--- config.mk ---
export PLATFORM = sky130hd
export DESIGN_NAME = fs_entry_record_parser
export DESIGN_NICKNAME = d
export VERILOG_FILES = /design/src/rtl/fser_pkg.sv /design/src/rtl/fs_entry_record_parser.sv /design/src/rtl/fser_core.sv
export SDC_FILE = /design/constraint.sdc
export NUM_CORES = 1
export LEC_CHECK = 0
export ABC_CLOCK_PERIOD_IN_PS = 4100
export BUFFER_PORTS_ARGS = -buffer_cell sky130_fd_sc_hd__buf_2
export CAP_MARGIN = 20
export CELL_PAD_IN_SITES_DETAIL_PLACEMENT = 1
export CELL_PAD_IN_SITES_GLOBAL_PLACEMENT = 1
export CORE_ASPECT_RATIO = 1.5
export CORE_MARGIN = 2
export CORE_UTILIZATION = 40
export DETAILED_ROUTE_END_ITERATION = 12
export GPL_TIMING_DRIVEN = 0
export PLACE_DENSITY_LB_ADDON = 0.1
export SETUP_SLACK_MARGIN = 0.15
export SYNTH_ARGS = -nofsm -noshare
export SYNTH_HDL_FRONTEND = slang
export SYNTH_SLANG_ARGS = --single-unit
--- constraint.sdc ---
create_clock -name clk -period 4.1 [get_ports clk]
set_input_delay 0.82 -clock clk [delete_from_list [all_inputs] [get_ports clk]]
set_output_delay 0.82 -clock clk [all_outputs]
set_load 0.02 [all_outputs]
--- src/rtl/fser_pkg.sv ---
// Package for the entry record parser.
// Holds the parse phase type, the result struct and shared constants.
// No dependencies.
package fser_pkg;

  localparam int unsigned DLEN_BYTES        = 4;
  localparam int unsigned DCRC_BYTES        = 4;
  localparam int unsigned KID_COUNT_BYTES   = 4;
  localparam int unsigned KID_OFFSET_BYTES  = 4;
  localparam int unsigned META_LENGTH_BYTES = 2;

  localparam logic [7:0] TYPE_FILE = 8'd1;
  localparam logic [7:0] TYPE_DIR  = 8'd2;

  localparam logic REG_WANTED_META_TYPE = 1'b0;

  typedef enum logic [3:0] {
    PH_TYPE       = 4'd0,
    PH_NAMELEN    = 4'd1,
    PH_NAME       = 4'd2,
    PH_DATALEN    = 4'd3,
    PH_CRC        = 4'd4,
    PH_DATA       = 4'd5,
    PH_FLAGS      = 4'd6,
    PH_METACOUNT  = 4'd7,
    PH_METATYPE   = 4'd8,
    PH_METALEN    = 4'd9,
    PH_METADATA   = 4'd10,
    PH_CHILDCOUNT = 4'd11,
    PH_CHILDOFF   = 4'd12,
    PH_OUTSIDE    = 4'd13
  } phase_t;

  typedef struct packed {
    phase_t      kind;
    logic [7:0]  echo;
    logic [31:0] value;
    logic        complete;
    logic        match;
    logic        bad;
    logic        done;
  } result_t;

endpackage

--- src/rtl/fs_entry_record_parser.sv ---
// Top level of the entry record parser: input register, result register and
// configuration port. Depends on fser_pkg and fser_core.
//
// The parser takes one record byte per clock cycle and returns one tagged result
// per byte, in order. An accepted byte is held in the input register, is tagged
// and updates the parse state in combinational logic as it moves into the
// result register, which presents its result; bytes can follow back to back.
// The input stalls only while the input register holds a byte and the
// result register holds a stalled result.
// The matched metadata type is set through the register at address zero and
// must only be written while no transaction is in flight.
module fs_entry_record_parser (
  input  logic        clk,
  input  logic        rst_n,

  input  logic        in_valid,
  output logic        in_stall,
  input  logic        in_start_of_entry,
  input  logic [7:0]  in_data_byte,

  output logic        out_valid,
  input  logic        out_stall,
  output logic [3:0]  out_field_kind,
  output logic [7:0]  out_byte_echo,
  output logic [31:0] out_field_value,
  output logic        out_field_complete,
  output logic        out_meta_match,
  output logic        out_type_bad,
  output logic        out_entry_done,

  input  logic        psel,
  input  logic        penable,
  input  logic        pwrite,
  input  logic [2:0]  paddr,
  input  logic [31:0] pwdata,
  output logic [31:0] prdata,
  output logic        pready
);

  logic              in_valid_r, in_valid_nxt;
  logic              in_start_r;
  logic [7:0]        in_byte_r;
  logic              out_valid_r, out_valid_nxt;
  fser_pkg::result_t out_res_r;
  fser_pkg::result_t core_res;
  logic [7:0]        wanted_r;
  logic              take;
  logic              accept;
  logic              cfg_write;

  assign take     = in_valid_r && (!out_valid_r || !out_stall);
  assign in_stall = in_valid_r && !take;
  assign accept   = in_valid && !in_stall;

  fser_core u_core (
    .clk              (clk),
    .rst_n            (rst_n),
    .step_en          (take),
    .start            (in_start_r),
    .data_byte        (in_byte_r),
    .wanted_meta_type (wanted_r),
    .res              (core_res)
  );

  always_comb begin
    in_valid_nxt = in_valid_r;
    if (accept) begin
      in_valid_nxt = 1'b1;
    end else if (take) begin
      in_valid_nxt = 1'b0;
    end
    out_valid_nxt = out_valid_r;
    if (take) begin
      out_valid_nxt = 1'b1;
    end else if (!out_stall) begin
      out_valid_nxt = 1'b0;
    end
  end

  always_ff @(posedge clk) begin
    if (!rst_n) begin
      in_valid_r  <= 1'b0;
      out_valid_r <= 1'b0;
    end else begin
      in_valid_r  <= in_valid_nxt;
      out_valid_r <= out_valid_nxt;
    end
  end

  always_ff @(posedge clk) begin
    if (accept) begin
      in_start_r <= in_start_of_entry;
      in_byte_r  <= in_data_byte;
    end
    if (take) begin
      out_res_r <= core_res;
    end
  end

  assign pready    = 1'b1;
  assign cfg_write = psel && penable && pwrite && pready &&
                     (paddr[2] == fser_pkg::REG_WANTED_META_TYPE);

  always_ff @(posedge clk) begin
    if (!rst_n) begin
      wanted_r <= 8'd0;
    end else if (cfg_write) begin
      wanted_r <= pwdata[7:0];
    end
  end

  assign prdata = (paddr[2] == fser_pkg::REG_WANTED_META_TYPE) ? {24'd0, wanted_r} : 32'd0;

  assign out_valid          = out_valid_r;
  assign out_field_kind     = out_res_r.kind;
  assign out_byte_echo      = out_res_r.echo;
  assign out_field_value    = out_res_r.value;
  assign out_field_complete = out_res_r.complete;
  assign out_meta_match     = out_res_r.match;
  assign out_type_bad       = out_res_r.bad;
  assign out_entry_done     = out_res_r.done;

endmodule

--- src/rtl/fser_core.sv ---
// Parse state of the entry record parser and the per-byte tagging logic.
// Uses fser_pkg for the phase type and the result struct.
module fser_core (
  input  logic                 clk,
  input  logic                 rst_n,
  input  logic                 step_en,
  input  logic                 start,
  input  logic [7:0]           data_byte,
  input  logic [7:0]           wanted_meta_type,
  output fser_pkg::result_t    res
);

  fser_pkg::phase_t phase_r, phase_nxt;
  logic [1:0]  bif_r, bif_nxt;
  logic [31:0] bytes_left_r, bytes_left_nxt;
  logic [31:0] asm_r, asm_nxt;
  logic [7:0]  meta_left_r, meta_left_nxt;
  logic [31:0] children_left_r, children_left_nxt;
  logic        match_taken_r, match_taken_nxt;
  logic        item_matches_r, item_matches_nxt;

  fser_pkg::phase_t cur_phase;
  logic [1:0]  cur_bif;
  logic [31:0] cur_bytes_left;
  logic [31:0] cur_asm;
  logic [7:0]  cur_meta_left;
  logic [31:0] cur_children_left;
  logic        cur_match_taken;
  logic        cur_item_matches;

  logic [31:0] gathered;
  logic [31:0] bytes_dec;
  logic [31:0] children_dec;
  logic [7:0]  meta_dec;
  logic        last2;
  logic        last4;

  always_comb begin
    if (start) begin
      cur_phase         = fser_pkg::PH_TYPE;
      cur_bif           = 2'd0;
      cur_bytes_left    = 32'd0;
      cur_asm           = 32'd0;
      cur_meta_left     = 8'd0;
      cur_children_left = 32'd0;
      cur_match_taken   = 1'b0;
      cur_item_matches  = 1'b0;
    end else begin
      cur_phase         = phase_r;
      cur_bif           = bif_r;
      cur_bytes_left    = bytes_left_r;
      cur_asm           = asm_r;
      cur_meta_left     = meta_left_r;
      cur_children_left = children_left_r;
      cur_match_taken   = match_taken_r;
      cur_item_matches  = item_matches_r;
    end
  end

  always_comb begin
    unique case (cur_bif)
      2'd0: gathered = {24'd0, data_byte};
      2'd1: gathered = cur_asm | {16'd0, data_byte, 8'd0};
      2'd2: gathered = cur_asm | {8'd0, data_byte, 16'd0};
      2'd3: gathered = cur_asm | {data_byte, 24'd0};
      default: gathered = {24'd0, data_byte};
    endcase
    last2        = ({1'b0, cur_bif} + 3'd1) >= 3'(fser_pkg::META_LENGTH_BYTES);
    last4        = ({1'b0, cur_bif} + 3'd1) >= 3'(fser_pkg::DLEN_BYTES);
    bytes_dec    = cur_bytes_left - 32'd1;
    children_dec = cur_children_left - 32'd1;
    meta_dec     = cur_meta_left - 8'd1;
  end

  always_comb begin
    phase_nxt         = cur_phase;
    bif_nxt           = cur_bif;
    bytes_left_nxt    = cur_bytes_left;
    asm_nxt           = cur_asm;
    meta_left_nxt     = cur_meta_left;
    children_left_nxt = cur_children_left;
    match_taken_nxt   = cur_match_taken;
    item_matches_nxt  = cur_item_matches;

    res.kind     = cur_phase;
    res.echo     = data_byte;
    res.value    = 32'd0;
    res.complete = 1'b0;
    res.match    = 1'b0;
    res.bad      = 1'b0;
    res.done     = 1'b0;

    unique case (cur_phase)
      fser_pkg::PH_TYPE: begin
        res.value    = {24'd0, data_byte};
        res.complete = 1'b1;
        res.bad      = (data_byte != fser_pkg::TYPE_FILE) && (data_byte != fser_pkg::TYPE_DIR);
        phase_nxt    = fser_pkg::PH_NAMELEN;
      end
      fser_pkg::PH_NAMELEN: begin
        res.value      = {24'd0, data_byte};
        res.complete   = 1'b1;
        bytes_left_nxt = {24'd0, data_byte};
        bif_nxt        = 2'd0;
        phase_nxt      = (data_byte != 8'd0) ? fser_pkg::PH_NAME : fser_pkg::PH_DATALEN;
      end
      fser_pkg::PH_NAME: begin
        bytes_left_nxt = bytes_dec;
        if (bytes_dec == 32'd0) begin
          res.complete = 1'b1;
          phase_nxt    = fser_pkg::PH_DATALEN;
        end
      end
      fser_pkg::PH_DATALEN: begin
        asm_nxt      = gathered;
        res.value    = gathered;
        res.complete = last4;
        bif_nxt      = last4 ? 2'd0 : cur_bif + 2'd1;
        if (last4) begin
          bytes_left_nxt = gathered;
          phase_nxt      = fser_pkg::PH_CRC;
        end
      end
      fser_pkg::PH_CRC: begin
        asm_nxt      = gathered;
        res.value    = gathered;
        res.complete = last4;
        bif_nxt      = last4 ? 2'd0 : cur_bif + 2'd1;
        if (last4) begin
          phase_nxt = (cur_bytes_left != 32'd0) ? fser_pkg::PH_DATA : fser_pkg::PH_FLAGS;
        end
      end
      fser_pkg::PH_DATA: begin
        bytes_left_nxt = bytes_dec;
        if (bytes_dec == 32'd0) begin
          res.complete = 1'b1;
          phase_nxt    = fser_pkg::PH_FLAGS;
        end
      end
      fser_pkg::PH_FLAGS: begin
        res.value    = {24'd0, data_byte};
        res.complete = 1'b1;
        phase_nxt    = fser_pkg::PH_METACOUNT;
      end
      fser_pkg::PH_METACOUNT: begin
        res.value     = {24'd0, data_byte};
        res.complete  = 1'b1;
        meta_left_nxt = data_byte;
        bif_nxt       = 2'd0;
        phase_nxt     = (data_byte != 8'd0) ? fser_pkg::PH_METATYPE : fser_pkg::PH_CHILDCOUNT;
      end
      fser_pkg::PH_METATYPE: begin
        res.value        = {24'd0, data_byte};
        res.complete     = 1'b1;
        item_matches_nxt = !cur_match_taken && (data_byte == wanted_meta_type);
        match_taken_nxt  = cur_match_taken || item_matches_nxt;
        res.match        = item_matches_nxt;
        bif_nxt          = 2'd0;
        phase_nxt        = fser_pkg::PH_METALEN;
      end
      fser_pkg::PH_METALEN: begin
        res.match    = cur_item_matches;
        asm_nxt      = gathered;
        res.value    = gathered;
        res.complete = last2;
        bif_nxt      = last2 ? 2'd0 : cur_bif + 2'd1;
        if (last2) begin
          bytes_left_nxt = gathered;
          if (gathered != 32'd0) begin
            phase_nxt = fser_pkg::PH_METADATA;
          end else begin
            item_matches_nxt = 1'b0;
            meta_left_nxt    = meta_dec;
            phase_nxt        = (meta_dec != 8'd0) ? fser_pkg::PH_METATYPE
                                                  : fser_pkg::PH_CHILDCOUNT;
          end
        end
      end
      fser_pkg::PH_METADATA: begin
        res.match      = cur_item_matches;
        bytes_left_nxt = bytes_dec;
        if (bytes_dec == 32'd0) begin
          res.complete     = 1'b1;
          item_matches_nxt = 1'b0;
          meta_left_nxt    = meta_dec;
          phase_nxt        = (meta_dec != 8'd0) ? fser_pkg::PH_METATYPE
                                                : fser_pkg::PH_CHILDCOUNT;
        end
      end
      fser_pkg::PH_CHILDCOUNT: begin
        asm_nxt      = gathered;
        res.value    = gathered;
        res.complete = last4;
        bif_nxt      = last4 ? 2'd0 : cur_bif + 2'd1;
        if (last4) begin
          children_left_nxt = gathered;
          if (gathered != 32'd0) begin
            phase_nxt = fser_pkg::PH_CHILDOFF;
          end else begin
            res.done  = 1'b1;
            phase_nxt = fser_pkg::PH_OUTSIDE;
          end
        end
      end
      fser_pkg::PH_CHILDOFF: begin
        asm_nxt      = gathered;
        res.value    = gathered;
        res.complete = last4;
        bif_nxt      = last4 ? 2'd0 : cur_bif + 2'd1;
        if (last4) begin
          children_left_nxt = children_dec;
          if (children_dec == 32'd0) begin
            res.done  = 1'b1;
            phase_nxt = fser_pkg::PH_OUTSIDE;
          end
        end
      end
      default: begin
        res.kind = fser_pkg::PH_OUTSIDE;
      end
    endcase
  end

  always_ff @(posedge clk) begin
    if (!rst_n) begin
      phase_r         <= fser_pkg::PH_OUTSIDE;
      bif_r           <= 2'd0;
      bytes_left_r    <= 32'd0;
      asm_r           <= 32'd0;
      meta_left_r     <= 8'd0;
      children_left_r <= 32'd0;
      match_taken_r   <= 1'b0;
      item_matches_r  <= 1'b0;
    end else if (step_en) begin
      phase_r         <= phase_nxt;
      bif_r           <= bif_nxt;
      bytes_left_r    <= bytes_left_nxt;
      asm_r           <= asm_nxt;
      meta_left_r     <= meta_left_nxt;
      children_left_r <= children_left_nxt;
      match_taken_r   <= match_taken_nxt;
      item_matches_r  <= item_matches_nxt;
    end
  end

endmodule
==> run_results.csv <==
group,metric,value,unit
outcome,outcome,"finished with violations",
outcome,violations,"negative setup slack",
place,gp_congestion,0.998,
critical_path,cp.required,4.46,ns
drt,remaining_drc_errors,0,
global_routing,grt_max_degree,37,
sta,slew-limit-headroom,0.275,
synth,synthCells,1524,
synth,synth-simple-area-share,0.277,
synth,synth_mux_area_frac,0.00534,
cells_and_area,syn_to_final_growth,22.1,%
sta,clock_skew,0.0125,ns
run,cap_violations,0,
synth,synthFlopType,"dfxtp_1",
clock_tree,cts_tree,"done",
clock_tree,numCtsBuffers,17,
global_routing,grt_antenna_before_repair,0,
critical_path,reg2reg_from,"in_start_r",
global_routing,grt_overflow,0,
die,pin_count,134,
synth,synth_area,0.0119,mm2
power,power.total,4600,uW
place,port_buffers,82,
cells_and_area,fill_cells,3704,
synth,yosysWarnings,0,
sta,grt_setup_unrepaired,"true",
sta,hold_viol_final,0,
global_routing,grt_pass1_vias,13800,
die,initial_core_util,0.405,
critical_path,timing.critical_path.from,"in_start_r",
sta,drv_slew,0,
cells_and_area,seq_area,0.00415,mm2
cells_and_area,fin_area,0.0146,mm2
die,rows,77,
drt,wirelength,59300,um
cells_and_area,antennaDiodeCount,0,
die,die_height,216,um
synth,ys_seq_elements,179,
hold_path,min_path_type,"register to register",
die,die_w,145,um
sta,fin_ws,-0.00191,ns
clock_tree,path_clk_slew,0.07,ns
sta,setup_viol,1,
clock_tree,clock_latency,0.48,ns
power,ir_drop,0.285,mV
clock_tree,clock_path_buffers,2,
die,dieArea,0.0313,mm2
critical_path,cp-start-kind,"register",
synth,syn_area_per_cell,7.83,um2
drt,postRouteAntennaNets,0,
power,power_density,316,mW/mm2
critical_path,crit_fanout,6,
synth,synth_top_family_by_area,"simple AND/OR/NAND/NOR gates",
drt,num_vias,13500,
clock_tree,cts.sinks,179,
sta,period_share,1.00,
synth,async_flop_share,0,
cells_and_area,final_nets,1763,
global_routing,grt_pass1_wl,88000,um
critical_path,end_kind,"register",
synth,yosys.area_share.adder,0.0126,
critical_path,worstPathArrival,4.46,ns
clock_tree,root_buffer,"clkbuf_16",
synth,synth_xor_area_frac,0.0315,
clock_tree,cts.htree.levels,4,
drt,drt_iter0_markers,1172,
sta,setup_tns,-0.00191,ns
place,dpl_cell_area,0.0130,mm2
synth,synth-compound-area-share,0.265,
sta,tightest_slew,1.09,ns
cells_and_area,multi_input_area,0.00753,mm2
cells_and_area,layout-drive-gt1-share,0.180,
synth,ys_types,81,
drt,post_drt_wl_per_cell,28.1,um
power,p_leak,0.00528,uW
drt,first_pass_iters,6,
synth,synth_edf_count,57,
place,dpl.hpwl,44300,um
drt,via_per_inst,6.42,
hold_path,min_from,"in_byte_r[3]",
global_routing,track_usage,0.374,
sta,min_period,4.10,ns
critical_path,path_class,"register to register",
die,core-area,0.0295,mm2
synth,synth-seq-area-share,0.348,
sta,fmax,0.244,GHz
layout make-up:
cell class | count | area share
flip-flops and latches | 179 | 0.285
multi-input cells | 1206 | 0.516
well taps | 395 | 0.0339
inverters | 16 | 0.00463
clock inverters | 14 | 0.0119
plain buffers | 145 | 0.0603
clock buffers | 18 | 0.0294
repair buffers | 135 | 0.0586
logic make-up (layout without fill, tap and decap cells):
kind of cell / count (synthesis) / count (layout)
xor+xnor: 43 / 43
other cells: 2 / 25
mux: 6 / 6
simple gates: 647 / 647
fa+ha+maj: 12 / 12
buf+inv: 162 / 328
compound gates: 473 / 473
flops: 179 / 179
path summary, 6_finish.rpt:
check | slack, ns | to | cells after the start
setup / recovery | -0.002 | u_core.meta_left_r[1] | 18
hold / removal | 0.46 | out_byte_echo[3] | 0
setup reg to reg | -0.002 | u_core.meta_left_r[1] | 18
hold reg to reg | 0.46 | out_byte_echo[3] | 0
repair_timing:
item / 4_1_cts / 5_1_grt
cloned: 0 / 0
resized for setup: 111 / 53
hold buffers: 0 / 0
setup endpoints to repair: 151 / 61
setup buffers: 28 / 21
pin swaps: 20 / 22
cell usage after synthesis (all sizes together), types with 4 or more instances:
library cell / number / share of area
inv: 15 / 0.0047
or4: 16 / 0.011
xnor2: 20 / 0.015
or3: 10 / 0.0052
nor2: 127 / 0.040
o22ai: 24 / 0.013
nor2b: 77 / 0.040
a31oi: 13 / 0.0068
a22o: 14 / 0.010
a21boi: 30 / 0.019
nand3: 36 / 0.015
o41ai: 5 / 0.0037
nand3b: 6 / 0.0038
o211a: 4 / 0.0034
or2: 9 / 0.0047
dfxtp: 122 / 0.20
nand4: 14 / 0.0073
nor4b: 4 / 0.0029
and3: 6 / 0.0031
ha: 12 / 0.013
a21oi: 79 / 0.033
o31a: 4 / 0.0029
a32oi: 4 / 0.0029
a211oi: 6 / 0.0038
nand2b: 27 / 0.014
nor3: 59 / 0.026
xor2: 23 / 0.017
o21a: 14 / 0.0088
a22oi: 75 / 0.047
a221oi: 13 / 0.0095
nor3b: 9 / 0.0057
nor4: 34 / 0.019
o211ai: 9 / 0.0057
clkbuf: 108 / 0.034
and2: 27 / 0.014
o221ai: 7 / 0.0051
nand2: 171 / 0.054
edfxtp: 57 / 0.14
o31ai: 8 / 0.0050
o21ai: 114 / 0.048
a21o: 13 / 0.0082
nand4b: 7 / 0.0051
buf: 38 / 0.021
power by group:
group	internal, uW	switching, uW
combinational	308	617
clock	965	796
sequential	1870	41.2
per-layer routing:
layer / global-route usage / share of wire
met5: 0 / 0
met4: 0.290 / 0.090
met3: 0.0772 / 0.069
met2: 0.638 / 0.48
met1: 0.406 / 0.36
sequential cells by signal (all words and copies together) (netlist names), 2 cells and up:
signal	cells
out_field_value	32
u_core.meta_left_r	8
u_core.children_left_r	32
out_byte_echo	8
u_core.bytes_left_r	32
u_core.asm_r	32
u_core.phase_r	4
out_field_kind	4
wanted_r	8
u_core.bif_r	2
in_byte_r	8
placed cells by master (no fill, tap or decap), types with 20 or more instances in the layout:
master / n
o21ai_0: 105
edfxtp_1: 57
xor2_1: 23
a21boi_0: 29
nand2b_1: 27
nand3_1: 34
o22ai_1: 24
nor3_1: 52
a21oi_1: 76
buf_4: 71
clkbuf_1: 78
clkbuf_16: 21
and2_1: 27
conb_1: 25
xnor2_1: 20
nor4_1: 26
dfxtp_1: 122
nor2b_1: 73
a22oi_1: 75
nand2_1: 164
buf_2: 88
nor2_1: 122
worst max-delay path: stages, from the launching register on:
cell and delay (ns):
edfxtp_1 0.41, buf_8 0.14, buf_12 0.11, inv_8 0.03, buf_8 0.12, buf_8 0.11
clkbuf_16 0.15, buf_12 0.14, nand2_8 0.07, ha_4 0.18, nor2b_4 0.22, nand3_2 0.08
or4_4 0.44, and3_4 0.18, or4_4 0.45, or4_4 0.59, nand2_8 0.14, a21oi_4 0.07
a221o_1 0.34
stage by stage:
stage                     cells  utilization  setup WS, ns  hold WS [ns]
after global routing       2108        0.494       -0.0849         0.479
after global placement     2024        0.439         -3.32         0.439
final                      2108        0.494      -0.00191         0.460
after CTS                  2087        0.483        0.0502         0.464
after detailed placement   2027        0.440         -3.38         0.445
after floorplan            1547            -         0.175         0.424
Power figures use the tool's default switching activity.
